**config.mk**
```make
export PLATFORM = sky130hd
export DESIGN_NAME = stake_weighted_leader_pick_core
export DESIGN_NICKNAME = d
export VERILOG_FILES = /design/src/swlp_pkg.sv /design/src/swlp_ctrl.sv /design/src/swlp_dp.sv /design/src/stake_weighted_leader_pick_core.sv
export VERILOG_INCLUDE_DIRS = /design/src /design/src/src
export SDC_FILE = /design/constraint.sdc
export NUM_CORES = 2
export LEC_CHECK = 0
export BUFFER_PORTS_ARGS = -buffer_cell sky130_fd_sc_hd__buf_4
export CAP_MARGIN = 20
export CORE_MARGIN = 3
export CORE_UTILIZATION = 45
export DETAILED_ROUTE_END_ITERATION = 10
export PLACE_DENSITY = 0.65
export SYNTH_ARGS = -nofsm -noshare
export SYNTH_HDL_FRONTEND = slang
export SYNTH_SLANG_ARGS = --single-unit
```
**constraint.sdc**
```tcl
create_clock -name clk -period 9.1 [get_ports clk]
set_input_delay 2.73 -clock clk [delete_from_list [all_inputs] [get_ports clk]]
set_output_delay 2.73 -clock clk [all_outputs]
set_load 0.03 [all_outputs]
```
**src/stake_weighted_leader_pick_core_assert.svh**
```systemverilog
// Assertion helpers used by the leader pick datapath.
`ifndef STAKE_WEIGHTED_LEADER_PICK_CORE_ASSERT_SVH
`define STAKE_WEIGHTED_LEADER_PICK_CORE_ASSERT_SVH

// Implication checked on every clock edge outside reset.
`define SWLP_ASSERT_IMP(lbl, ante, cons, msg) \
  lbl: assert property (@(posedge clk) disable iff (!rst_n) (ante) |-> (cons)) \
    else $error(msg);

// Condition that must hold on every clock edge outside reset.
`define SWLP_ASSERT_ALWAYS(lbl, cond, msg) \
  lbl: assert property (@(posedge clk) disable iff (!rst_n) (cond)) \
    else $error(msg);

`endif

```
**src/swlp_pkg.sv**
```systemverilog
package swlp_pkg;

  // Field widths.
  localparam int ID_W       = 16;
  localparam int AMT_W      = 32;
  localparam int STAKE_W    = 40;
  localparam int IN_DATA_W  = 88;
  localparam int OUT_DATA_W = 96;

  localparam logic [STAKE_W-1:0] STAKE_MAX = {STAKE_W{1'b1}};

  // Result status codes.
  localparam logic [1:0] STS_OK    = 2'd0;
  localparam logic [1:0] STS_FULL  = 2'd1;
  localparam logic [1:0] STS_EMPTY = 2'd2;
  localparam logic [1:0] STS_SAT   = 2'd3;

  // Controller states.
  typedef enum logic [2:0] {
    ST_IDLE,
    ST_SCAN,
    ST_SHIFT,
    ST_UPDATE,
    ST_INSERT,
    ST_DONE
  } state_t;

  // Datapath commands issued by the controller.
  typedef enum logic [2:0] {
    CMD_NONE,
    CMD_LOAD,
    CMD_SCAN,
    CMD_SHIFT,
    CMD_UPDATE,
    CMD_INSERT,
    CMD_EMIT
  } cmd_t;

  // Datapath status seen by the controller.
  typedef struct packed {
    logic is_pick;
    logic scan_stop;
    logic scan_match;
    logic full;
    logic shift_done;
    logic out_free;
  } dp_sts_t;

endpackage

```
**src/swlp_ctrl.sv**
```systemverilog
module swlp_ctrl (
  input  logic             clk,
  input  logic             rst_n,
  input  logic             in_tvalid,
  output logic             in_tready,
  input  swlp_pkg::dp_sts_t sts,
  output swlp_pkg::cmd_t   cmd
);

  swlp_pkg::state_t state_r;
  swlp_pkg::state_t state_nxt;

  // State register.
  always_ff @(posedge clk) begin
    if (!rst_n) begin
      state_r <= swlp_pkg::ST_IDLE;
    end else begin
      state_r <= state_nxt;
    end
  end

  // Next state.
  always_comb begin
    state_nxt = state_r;
    case (state_r)
      swlp_pkg::ST_IDLE: begin
        if (in_tvalid) begin
          state_nxt = swlp_pkg::ST_SCAN;
        end
      end
      swlp_pkg::ST_SCAN: begin
        if (sts.scan_stop) begin
          if (sts.is_pick) begin
            state_nxt = swlp_pkg::ST_DONE;
          end else if (sts.scan_match) begin
            state_nxt = swlp_pkg::ST_UPDATE;
          end else if (sts.full) begin
            state_nxt = swlp_pkg::ST_DONE;
          end else begin
            state_nxt = swlp_pkg::ST_SHIFT;
          end
        end
      end
      swlp_pkg::ST_SHIFT: begin
        if (sts.shift_done) begin
          state_nxt = swlp_pkg::ST_INSERT;
        end
      end
      swlp_pkg::ST_UPDATE: state_nxt = swlp_pkg::ST_DONE;
      swlp_pkg::ST_INSERT: state_nxt = swlp_pkg::ST_DONE;
      swlp_pkg::ST_DONE: begin
        if (sts.out_free) begin
          state_nxt = swlp_pkg::ST_IDLE;
        end
      end
      default: state_nxt = swlp_pkg::ST_IDLE;
    endcase
  end

  // Command decode.
  always_comb begin
    cmd       = swlp_pkg::CMD_NONE;
    in_tready = 1'b0;
    case (state_r)
      swlp_pkg::ST_IDLE: begin
        in_tready = 1'b1;
        if (in_tvalid) begin
          cmd = swlp_pkg::CMD_LOAD;
        end
      end
      swlp_pkg::ST_SCAN:   cmd = swlp_pkg::CMD_SCAN;
      swlp_pkg::ST_SHIFT:  cmd = swlp_pkg::CMD_SHIFT;
      swlp_pkg::ST_UPDATE: cmd = swlp_pkg::CMD_UPDATE;
      swlp_pkg::ST_INSERT: cmd = swlp_pkg::CMD_INSERT;
      swlp_pkg::ST_DONE: begin
        if (sts.out_free) begin
          cmd = swlp_pkg::CMD_EMIT;
        end
      end
      default: cmd = swlp_pkg::CMD_NONE;
    endcase
  end

endmodule

```
**src/swlp_dp.sv**
```systemverilog
`include "stake_weighted_leader_pick_core_assert.svh"

module swlp_dp #(
  parameter int MAX_LEADERS = 64
) (
  input  logic                                clk,
  input  logic                                rst_n,
  input  swlp_pkg::cmd_t                      cmd,
  input  logic                                in_mode,
  input  logic [swlp_pkg::ID_W-1:0]           in_id,
  input  logic [swlp_pkg::AMT_W-1:0]          in_amt,
  input  logic [swlp_pkg::STAKE_W-1:0]        in_val,
  input  logic                                out_tready,
  output logic                                out_tvalid,
  output logic [swlp_pkg::OUT_DATA_W-1:0]     out_tdata,
  output swlp_pkg::dp_sts_t                   sts
);

  localparam int N     = MAX_LEADERS;
  localparam int AW    = $clog2(N);
  localparam int CW    = $clog2(N + 1);
  localparam int SUM_W = swlp_pkg::STAKE_W + $clog2(N);
  localparam int SW    = swlp_pkg::STAKE_W;
  localparam int IW    = swlp_pkg::ID_W;
  localparam int PAD_W = swlp_pkg::OUT_DATA_W - (3 * IW + SW + 2);

  // Leader table, kept in ascending id order.
  logic [IW-1:0] mem_id    [N];
  logic [SW-1:0] mem_stake [N];

  logic          rd_en;
  logic [AW-1:0] rd_addr;
  logic          wr_en;
  logic [AW-1:0] wr_addr;
  logic [IW-1:0] wr_id;
  logic [SW-1:0] wr_stake;
  logic [IW-1:0] rd_id_r;
  logic [SW-1:0] rd_stake_r;

  // Table state.
  logic [CW-1:0]    count_r, count_nxt;
  logic [SUM_W-1:0] total_r, total_nxt;
  logic             any_r, any_nxt;
  logic [IW-1:0]    first_r, first_nxt;
  logic [IW-1:0]    last_r, last_nxt;

  // Item and walk state.
  logic                     mode_r, mode_nxt;
  logic [IW-1:0]            id_r, id_nxt;
  logic [swlp_pkg::AMT_W-1:0] amt_r, amt_nxt;
  logic [SW-1:0]            val_r, val_nxt;
  logic [CW-1:0]            idx_r, idx_nxt;
  logic [CW-1:0]            pos_r, pos_nxt;
  logic [CW-1:0]            ins_r, ins_nxt;
  logic                     vld_r, vld_nxt;
  logic [SUM_W-1:0]         start_r, start_nxt;
  logic [IW-1:0]            seen_r, seen_nxt;
  logic [IW-1:0]            chosen_r, chosen_nxt;
  logic [1:0]               status_r, status_nxt;

  // Result register.
  logic                            out_valid_r, out_valid_nxt;
  logic [swlp_pkg::OUT_DATA_W-1:0] out_data_r, out_data_nxt;

  // Derived values.
  logic             full;
  logic             scan_hit;
  logic             scan_match;
  logic             scan_end;
  logic             scan_stop;
  logic             shift_done;
  logic [SUM_W-1:0] pick_end_sum;
  logic             pick_hit;
  logic [SW:0]      upd_sum;
  logic             upd_sat;
  logic [SW-1:0]    upd_stake;
  logic [SW-1:0]    upd_delta;
  logic [CW-1:0]    pos_inc;
  logic [CW-1:0]    idx_dec;
  logic [SW-1:0]    total_sat;
  logic             leader_up;

  // Table memory with registered read.
  always_ff @(posedge clk) begin
    if (wr_en) begin
      mem_id[wr_addr]    <= wr_id;
      mem_stake[wr_addr] <= wr_stake;
    end
    if (rd_en) begin
      rd_id_r    <= mem_id[rd_addr];
      rd_stake_r <= mem_stake[rd_addr];
    end
  end

  // Walk conditions.
  assign full         = (count_r == CW'(N));
  assign scan_hit     = vld_r && (rd_id_r >= id_r);
  assign scan_match   = scan_hit && (rd_id_r == id_r);
  assign scan_end     = !vld_r && (idx_r == count_r);
  assign pick_end_sum = start_r + SUM_W'(rd_stake_r);
  assign pick_hit     = vld_r && (rd_stake_r != '0) && (SUM_W'(val_r) < pick_end_sum);
  assign scan_stop    = mode_r ? (!any_r || pick_hit || scan_end) : (scan_hit || scan_end);
  assign shift_done   = !vld_r && (idx_r == ins_r);
  assign pos_inc      = pos_r + CW'(1);
  assign idx_dec      = idx_r - CW'(1);

  // Stake update for an existing leader, saturating.
  assign upd_sum   = {1'b0, rd_stake_r} + (SW + 1)'(amt_r);
  assign upd_sat   = upd_sum[SW];
  assign upd_stake = upd_sat ? swlp_pkg::STAKE_MAX : upd_sum[SW-1:0];
  assign upd_delta = upd_sat ? (swlp_pkg::STAKE_MAX - rd_stake_r) : SW'(amt_r);

  assign total_sat = (total_r > SUM_W'(swlp_pkg::STAKE_MAX)) ? swlp_pkg::STAKE_MAX
                                                             : total_r[SW-1:0];

  // Status toward the controller.
  always_comb begin
    sts.is_pick    = mode_r;
    sts.scan_stop  = scan_stop;
    sts.scan_match = scan_match;
    sts.full       = full;
    sts.shift_done = shift_done;
    sts.out_free   = !out_valid_r || out_tready;
  end

  // Next-value logic for each command.
  always_comb begin
    count_nxt     = count_r;
    total_nxt     = total_r;
    any_nxt       = any_r;
    first_nxt     = first_r;
    last_nxt      = last_r;
    mode_nxt      = mode_r;
    id_nxt        = id_r;
    amt_nxt       = amt_r;
    val_nxt       = val_r;
    idx_nxt       = idx_r;
    pos_nxt       = pos_r;
    ins_nxt       = ins_r;
    vld_nxt       = vld_r;
    start_nxt     = start_r;
    seen_nxt      = seen_r;
    chosen_nxt    = chosen_r;
    status_nxt    = status_r;
    out_data_nxt  = out_data_r;
    out_valid_nxt = out_valid_r && !out_tready;
    rd_en         = 1'b0;
    rd_addr       = idx_r[AW-1:0];
    wr_en         = 1'b0;
    wr_addr       = pos_r[AW-1:0];
    wr_id         = rd_id_r;
    wr_stake      = rd_stake_r;
    leader_up     = 1'b0;

    case (cmd)
      swlp_pkg::CMD_LOAD: begin
        mode_nxt   = in_mode;
        id_nxt     = in_id;
        amt_nxt    = in_amt;
        val_nxt    = in_val;
        idx_nxt    = '0;
        vld_nxt    = 1'b0;
        start_nxt  = '0;
        seen_nxt   = '0;
        chosen_nxt = '0;
        status_nxt = swlp_pkg::STS_OK;
      end
      swlp_pkg::CMD_SCAN: begin
        if (scan_stop) begin
          vld_nxt = 1'b0;
          if (mode_r) begin
            // Pick finished: empty table, range hit or past the total.
            if (!any_r) begin
              chosen_nxt = '0;
              status_nxt = swlp_pkg::STS_EMPTY;
            end else if (pick_hit) begin
              chosen_nxt = rd_id_r;
            end else begin
              chosen_nxt = seen_r;
            end
          end else if (!scan_match) begin
            // New leader: drop it if full, else prepare the shift.
            if (full) begin
              status_nxt = swlp_pkg::STS_FULL;
            end else begin
              ins_nxt = scan_hit ? pos_r : count_r;
              idx_nxt = count_r;
            end
          end
        end else begin
          if (mode_r && vld_r && (rd_stake_r != '0)) begin
            seen_nxt  = rd_id_r;
            start_nxt = pick_end_sum;
          end
          if (idx_r != count_r) begin
            rd_en   = 1'b1;
            rd_addr = idx_r[AW-1:0];
            pos_nxt = idx_r;
            idx_nxt = idx_r + CW'(1);
            vld_nxt = 1'b1;
          end else begin
            vld_nxt = 1'b0;
          end
        end
      end
      swlp_pkg::CMD_SHIFT: begin
        // Move entries up one slot, from the top down to the insert point.
        if (vld_r) begin
          wr_en   = 1'b1;
          wr_addr = pos_inc[AW-1:0];
        end
        if (idx_r != ins_r) begin
          rd_en   = 1'b1;
          rd_addr = idx_dec[AW-1:0];
          pos_nxt = idx_dec;
          idx_nxt = idx_dec;
          vld_nxt = 1'b1;
        end else begin
          vld_nxt = 1'b0;
        end
      end
      swlp_pkg::CMD_UPDATE: begin
        wr_en      = 1'b1;
        wr_addr    = pos_r[AW-1:0];
        wr_id      = id_r;
        wr_stake   = upd_stake;
        total_nxt  = total_r + SUM_W'(upd_delta);
        status_nxt = upd_sat ? swlp_pkg::STS_SAT : swlp_pkg::STS_OK;
        leader_up  = (upd_stake != '0);
      end
      swlp_pkg::CMD_INSERT: begin
        wr_en      = 1'b1;
        wr_addr    = ins_r[AW-1:0];
        wr_id      = id_r;
        wr_stake   = SW'(amt_r);
        count_nxt  = count_r + CW'(1);
        total_nxt  = total_r + SUM_W'(amt_r);
        status_nxt = swlp_pkg::STS_OK;
        leader_up  = (amt_r != '0);
      end
      swlp_pkg::CMD_EMIT: begin
        out_data_nxt  = {{PAD_W{1'b0}}, status_r, last_r, first_r, total_sat, chosen_r};
        out_valid_nxt = 1'b1;
      end
      default: begin
      end
    endcase

    // Track the lowest and highest ids with nonzero stake.
    if (leader_up) begin
      any_nxt   = 1'b1;
      first_nxt = (!any_r || (id_r < first_r)) ? id_r : first_r;
      last_nxt  = (!any_r || (id_r > last_r)) ? id_r : last_r;
    end
  end

  // Control and table state registers.
  always_ff @(posedge clk) begin
    if (!rst_n) begin
      count_r     <= '0;
      total_r     <= '0;
      any_r       <= 1'b0;
      first_r     <= '0;
      last_r      <= '0;
      vld_r       <= 1'b0;
      out_valid_r <= 1'b0;
    end else begin
      count_r     <= count_nxt;
      total_r     <= total_nxt;
      any_r       <= any_nxt;
      first_r     <= first_nxt;
      last_r      <= last_nxt;
      vld_r       <= vld_nxt;
      out_valid_r <= out_valid_nxt;
    end
  end

  // Payload registers.
  always_ff @(posedge clk) begin
    mode_r     <= mode_nxt;
    id_r       <= id_nxt;
    amt_r      <= amt_nxt;
    val_r      <= val_nxt;
    idx_r      <= idx_nxt;
    pos_r      <= pos_nxt;
    ins_r      <= ins_nxt;
    start_r    <= start_nxt;
    seen_r     <= seen_nxt;
    chosen_r   <= chosen_nxt;
    status_r   <= status_nxt;
    out_data_r <= out_data_nxt;
  end

  assign out_tvalid = out_valid_r;
  assign out_tdata  = out_data_r;

  // Table writes stay inside the filled region plus one slot.
  `SWLP_ASSERT_IMP(a_wr_in_range, wr_en, (CW'(wr_addr) <= count_r), "table write past fill")
  // A new leader is never inserted into a full table.
  `SWLP_ASSERT_IMP(a_ins_not_full, (cmd == swlp_pkg::CMD_INSERT), !full, "insert into full table")
  // The first nonzero-stake leader never sorts above the last one.
  `SWLP_ASSERT_IMP(a_ends_order, any_r, (first_r <= last_r), "first leader above last leader")
  // A nonzero total means some leader holds stake.
  `SWLP_ASSERT_IMP(a_total_any, (total_r != '0), any_r, "total without a staked leader")

endmodule

```
**src/stake_weighted_leader_pick_core.sv**
```systemverilog
// Stake-weighted leader pick. The block holds up to MAX_LEADERS leaders in a
// table sorted by id, with one read port and one write port, and takes one item
// at a time. An add item walks the table one entry per cycle to find the id,
// then updates the stake in place, drops a new leader when the table is
// full, or shifts the upper entries up one slot per cycle and writes the
// new leader. A pick item walks the cumulative stake ranges one entry per
// cycle and stops at the range that holds the value; past the total it
// returns the last staked leader, and on an empty table it reports empty.
// The total and the first and last staked leaders are kept in registers, so
// every result reports them without another walk. A finished result waits in
// an output register while the next item is accepted. The table needs no
// clearing pass after reset; only the fill count, the total, the first and
// last leader tracking and the valid flags are cleared.
module stake_weighted_leader_pick_core #(
  parameter int MAX_LEADERS = 64
) (
  input  logic                                clk,
  input  logic                                rst_n,
  input  logic                                in_tvalid,
  output logic                                in_tready,
  // leader_id[15:0], stake_amount[47:16], pick_value[87:48]
  input  logic [swlp_pkg::IN_DATA_W-1:0]      in_tdata,
  // mode[0]
  input  logic                                in_tuser,
  output logic                                out_tvalid,
  input  logic                                out_tready,
  // chosen_leader[15:0], total_stake[55:16], first_leader[71:56],
  // last_leader[87:72], status[89:88], zero fill[95:90]
  output logic [swlp_pkg::OUT_DATA_W-1:0]     out_tdata
);

  swlp_pkg::cmd_t    cmd;
  swlp_pkg::dp_sts_t sts;

  // Sequencer.
  swlp_ctrl u_ctrl (
    .clk       (clk),
    .rst_n     (rst_n),
    .in_tvalid (in_tvalid),
    .in_tready (in_tready),
    .sts       (sts),
    .cmd       (cmd)
  );

  // Table, walk logic and result register.
  swlp_dp #(
    .MAX_LEADERS (MAX_LEADERS)
  ) u_dp (
    .clk        (clk),
    .rst_n      (rst_n),
    .cmd        (cmd),
    .in_mode    (in_tuser),
    .in_id      (in_tdata[15:0]),
    .in_amt     (in_tdata[47:16]),
    .in_val     (in_tdata[87:48]),
    .out_tready (out_tready),
    .out_tvalid (out_tvalid),
    .out_tdata  (out_tdata),
    .sts        (sts)
  );

endmodule

```
==> flow_summary_export.csv <==
group,metric,value,unit
timing,setup_viol_count_final,0,
clock_network,cts.sinks,4011,
clock_network,clkLatencyLatePin,0.98,ns
finish,multi_input_area,40800,sq um
worst_setup_path,cp.arrival,8.44,ns
floorplan,start_util,45.3,%
global_route,grt_pass1_vias,82197,
floorplan,core,356000,sq um
timing,fin_tns_setup,0,ns
worst_setup_path,critical_path.startpoint,"u_dp.rd_stake_r[0]",
yosys,synth_adder_area_share,1.62,%
worst_setup_path,cp-endpoint,"u_dp.rd_stake_r[9]",
worst_setup_path,worstPathMaxFanout,37,
worst_setup_path,r2r_start,"u_dp.rd_stake_r[0]",
timing,period_minus_slack,7.83,ns
pwr,powerDensity,291,nW/um^2
clock_network,cts_buffers,399,
yosys,synth_flop_cell,"edfxtp_1",
yosys,synth_area_per_cell,21.0,sq um
clock_network,post_cts_resized,0,
routing,wirelength,458,mm
yosys,ys_async_sr_fraction,0,%
run,maxCapViolations,0,
yosys,yosys_warnings,0,
finish,regArea,120000,sq um
global_route,grt_util_all_layers,24.8,%
clock_network,root_buffer,"clkbuf_16",
global_route,grt_antenna_before_repair,23,
clock_network,h-tree-depth,5,
floorplan,fp-row-count,219,
pwr,worst_ir_drop_vdd,212,uV
routing,vias,83728,
timing,rsz0062_at_grt,"no",
clock_network,cts_tree,"done",
worst_setup_path,start_kind,"flop",
worst_setup_path,r2r_cells,27,
clock_network,clk_pin_slew,0.06,ns
yosys,yosysUniqueCellTypes,89,
yosys,synthCells,7694,
finish,syn_to_final_growth,14.1,%
finish,fill_cells,27513,
timing,fin_skew,0.0782,ns
global_route,grt_pass1_wl,641,mm
routing,drt_iter0_markers,12093,
yosys,ys_ff_latch,4011,
pwr,leakage,59.2,nW
placed_design,port_buffers,184,
yosys,synth-simple-area-share,2.75,%
finish,num-nets-final,8470,
floorplan,die-width,605,um
worst_setup_path,critPathKind,"reg2reg",
routing,vias_per_cell,6.31,
floorplan,pin_count,191,
placed_design,dpl.hpwl,253,mm
timing,maxSlewViolCount,0,
worst_setup_path,rrSetupSlack,1.27,ns
yosys,synthesis.area,161000,sq um
timing,slew-limit-headroom,19.5,%
worst_setup_path,cp_slowest_stage_delay,0.78,ns
worst_setup_path,crit_path_end_kind,"flop",
pwr,power,53.5,mW
global_route,grt_start_max_net_pins,119,
placed_design,gp_congestion,0.916,
outcome,outcome,"finished clean",
worst_setup_path,crit_path_top_delay_cell,"o21ai_4",
yosys,synth.yosys.seq_area_share,74.1,%
yosys,muxShareOfSynthArea,16.8,%
timing,period_share,86.1,%
timing,tightest_slew,1.21,ns
routing,drcViolationCount,0,
worst_setup_path,rr_endpoint,"u_dp.rd_stake_r[9]",
yosys,synth_edf_count,3920,
routing,dr.pass1.iters,6,
clock_network,postCtsSetupBuffers,0,
floorplan,die_y,605,um
routing,postRouteAntennaNets,0,
timing,fmax,128,MHz
routing,wl_per_cell,34.5,um
yosys,synth_top_family_by_area,"multiplexers",
global_route,grt_overflow,0,
yosys,synth-compound-area-share,2.75,%
timing,hold_viol,0,
clock_network,clockBufferDepth,4,
finish,drive_above_1_share,28.2,%
yosys,synth_xor_area_share,0.733,%
worst_setup_path,critPathRequiredTime,9.71,ns
floorplan,dieArea,366000,sq um
clock_network,hold_buffers,0,
hold_path,hold_path_class,"reg2reg",
## synth_stat cells (24+ instances only)
cell type | instances | area share, %
a211oi_1 | 25 | 0.12
a21o_1 | 70 | 0.33
a21oi_1 | 208 | 0.65
a221o_1 | 31 | 0.19
and3_1 | 43 | 0.17
buf_1 | 61 | 0.14
buf_2 | 48 | 0.15
clkbuf_1 | 248 | 0.58
dfxtp_1 | 91 | 1.1
edfxtp_1 | 3920 | 73
ha_1 | 204 | 1.6
inv_1 | 99 | 0.23
mux2i_1 | 59 | 0.37
mux4_2 | 1176 | 16
nand2_1 | 326 | 0.76
nand3_1 | 59 | 0.18
nand4_1 | 41 | 0.16
nor2_1 | 254 | 0.59
nor3_1 | 33 | 0.10
nor4_1 | 26 | 0.10
o21a_1 | 24 | 0.11
o21ai_0 | 157 | 0.49
or2_2 | 49 | 0.19
xnor2_1 | 72 | 0.39
xor2_1 | 63 | 0.34
## sequential cells by signal, indices dropped and copies added (netlist names), 16 cells and up
| signal | flops |
|---|---|
| u_dp.mem_stake | 2560 |
| u_dp.mem_id | 1024 |
| u_dp.out_tdata | 90 |
| u_dp.start_r | 46 |
| u_dp.total_r | 46 |
| u_dp.rd_stake_r | 40 |
| u_dp.val_r | 40 |
| u_dp.amt_r | 32 |
| u_dp.chosen_r | 16 |
| u_dp.first_r | 16 |
| u_dp.id_r | 16 |
| u_dp.last_r | 16 |
| u_dp.rd_id_r | 16 |
| u_dp.seen_r | 16 |
## kinds of logic (layout without fill, tap and decap cells)
kind of cell | Yosys count | count (layout)
xor+xnor | 135 | 135
fa+ha+maj | 207 | 207
mux | 1243 | 1243
simple gates | 944 | 944
flops | 4011 | 4011
compound gates | 685 | 685
buf+inv | 468 | 1269
other cells | 1 | 19
## power breakdown
part	leakage, nW	switching [mW]	internal, mW
Sequential	36.1	0.425	22.5
Clock	6.43	7.03	9.61
Combinational	16.6	8.15	5.80
## critical path: cells and delay by family, from the launching register on
family                     cells  cell delay (ns)
and+or+nand+nor                8             1.59
DFF                            1             0.50
buffers and inverters          4             0.90
AOI/OAI and AO/OA             11             3.54
xor gates and xnor gates       1             0.12
adders and majority gates      3             0.78
## how the worst min path moves through the flow
| stage | startpoint | endpoint | depth (start not counted) |
|---|---|---|---|
| 2_1_floorplan | u_dp.chosen_r[0] | u_dp.out_tdata[0] | 0 |
| 3_3_place_gp | u_dp.chosen_r[6] | u_dp.out_tdata[6] | 0 |
| 3_5_place_dp | u_dp.chosen_r[6] | u_dp.out_tdata[6] | 0 |
| 4_1_cts | u_dp.chosen_r[6] | u_dp.out_tdata[6] | 0 |
| 5_1_grt | u_dp.last_r[7] | u_dp.out_tdata[79] | 0 |
| 6_report | u_dp.chosen_r[6] | u_dp.out_tdata[6] | 0 |
## layout by cell type (no fill, tap or decap), types with 66 or more instances in the layout
| master | n |
|---|---|
| clkinv_1 | 77 |
| xnor2_1 | 67 |
| clkbuf_16 | 409 |
| nor2_1 | 186 |
| edfxtp_1 | 3920 |
| clkinv_2 | 72 |
| dfxtp_1 | 91 |
| ha_1 | 204 |
| nor2_4 | 67 |
| buf_4 | 358 |
| o21ai_0 | 140 |
| buf_12 | 66 |
| inv_1 | 98 |
| nand2_1 | 319 |
| clkbuf_1 | 80 |
| a21o_1 | 70 |
| mux4_2 | 1176 |
| a21oi_1 | 207 |
## area by class of cell
type,count,share of cell area (%)
Antenna cell,5,0.00680
Clock buffer,498,5.80
Tap cell,4751,3.23
Inverter,100,0.205
Multi-Input combinational cell,3228,22.2
Clock inverter,241,1.38
Timing Repair Buffer,430,2.23
Sequential cell,4011,65.0
## per-stage QoR
stage / hold WS, ns / setup WS, ns / cell area [sq um] / instances / utilization (%)
floorplan: 0.400 / 0.983 / 161000 / 7707 / -
global placement: 0.411 / 1.48 / 170000 / 12493 / 47.8
detailed placement: 0.413 / 1.43 / 170000 / 12497 / 47.8
CTS: 0.455 / 1.40 / 183000 / 13236 / 51.5
global route: 0.467 / 0.855 / 184000 / 13261 / 51.6
finish: 0.453 / 1.27 / 184000 / 13264 / 51.6
## per-layer routing
metal / track usage, % / vias to the layer above / wire length (um)
li1: - / 33177 / -
met1: 35.3 / 45035 / 180000
met2: 39.2 / 4707 / 217000
met3: 4.68 / 801 / 45000
met4: 7.81 / 8 / 15800
met5: 0 / - / 46
(Power assumes the default switching activity.)
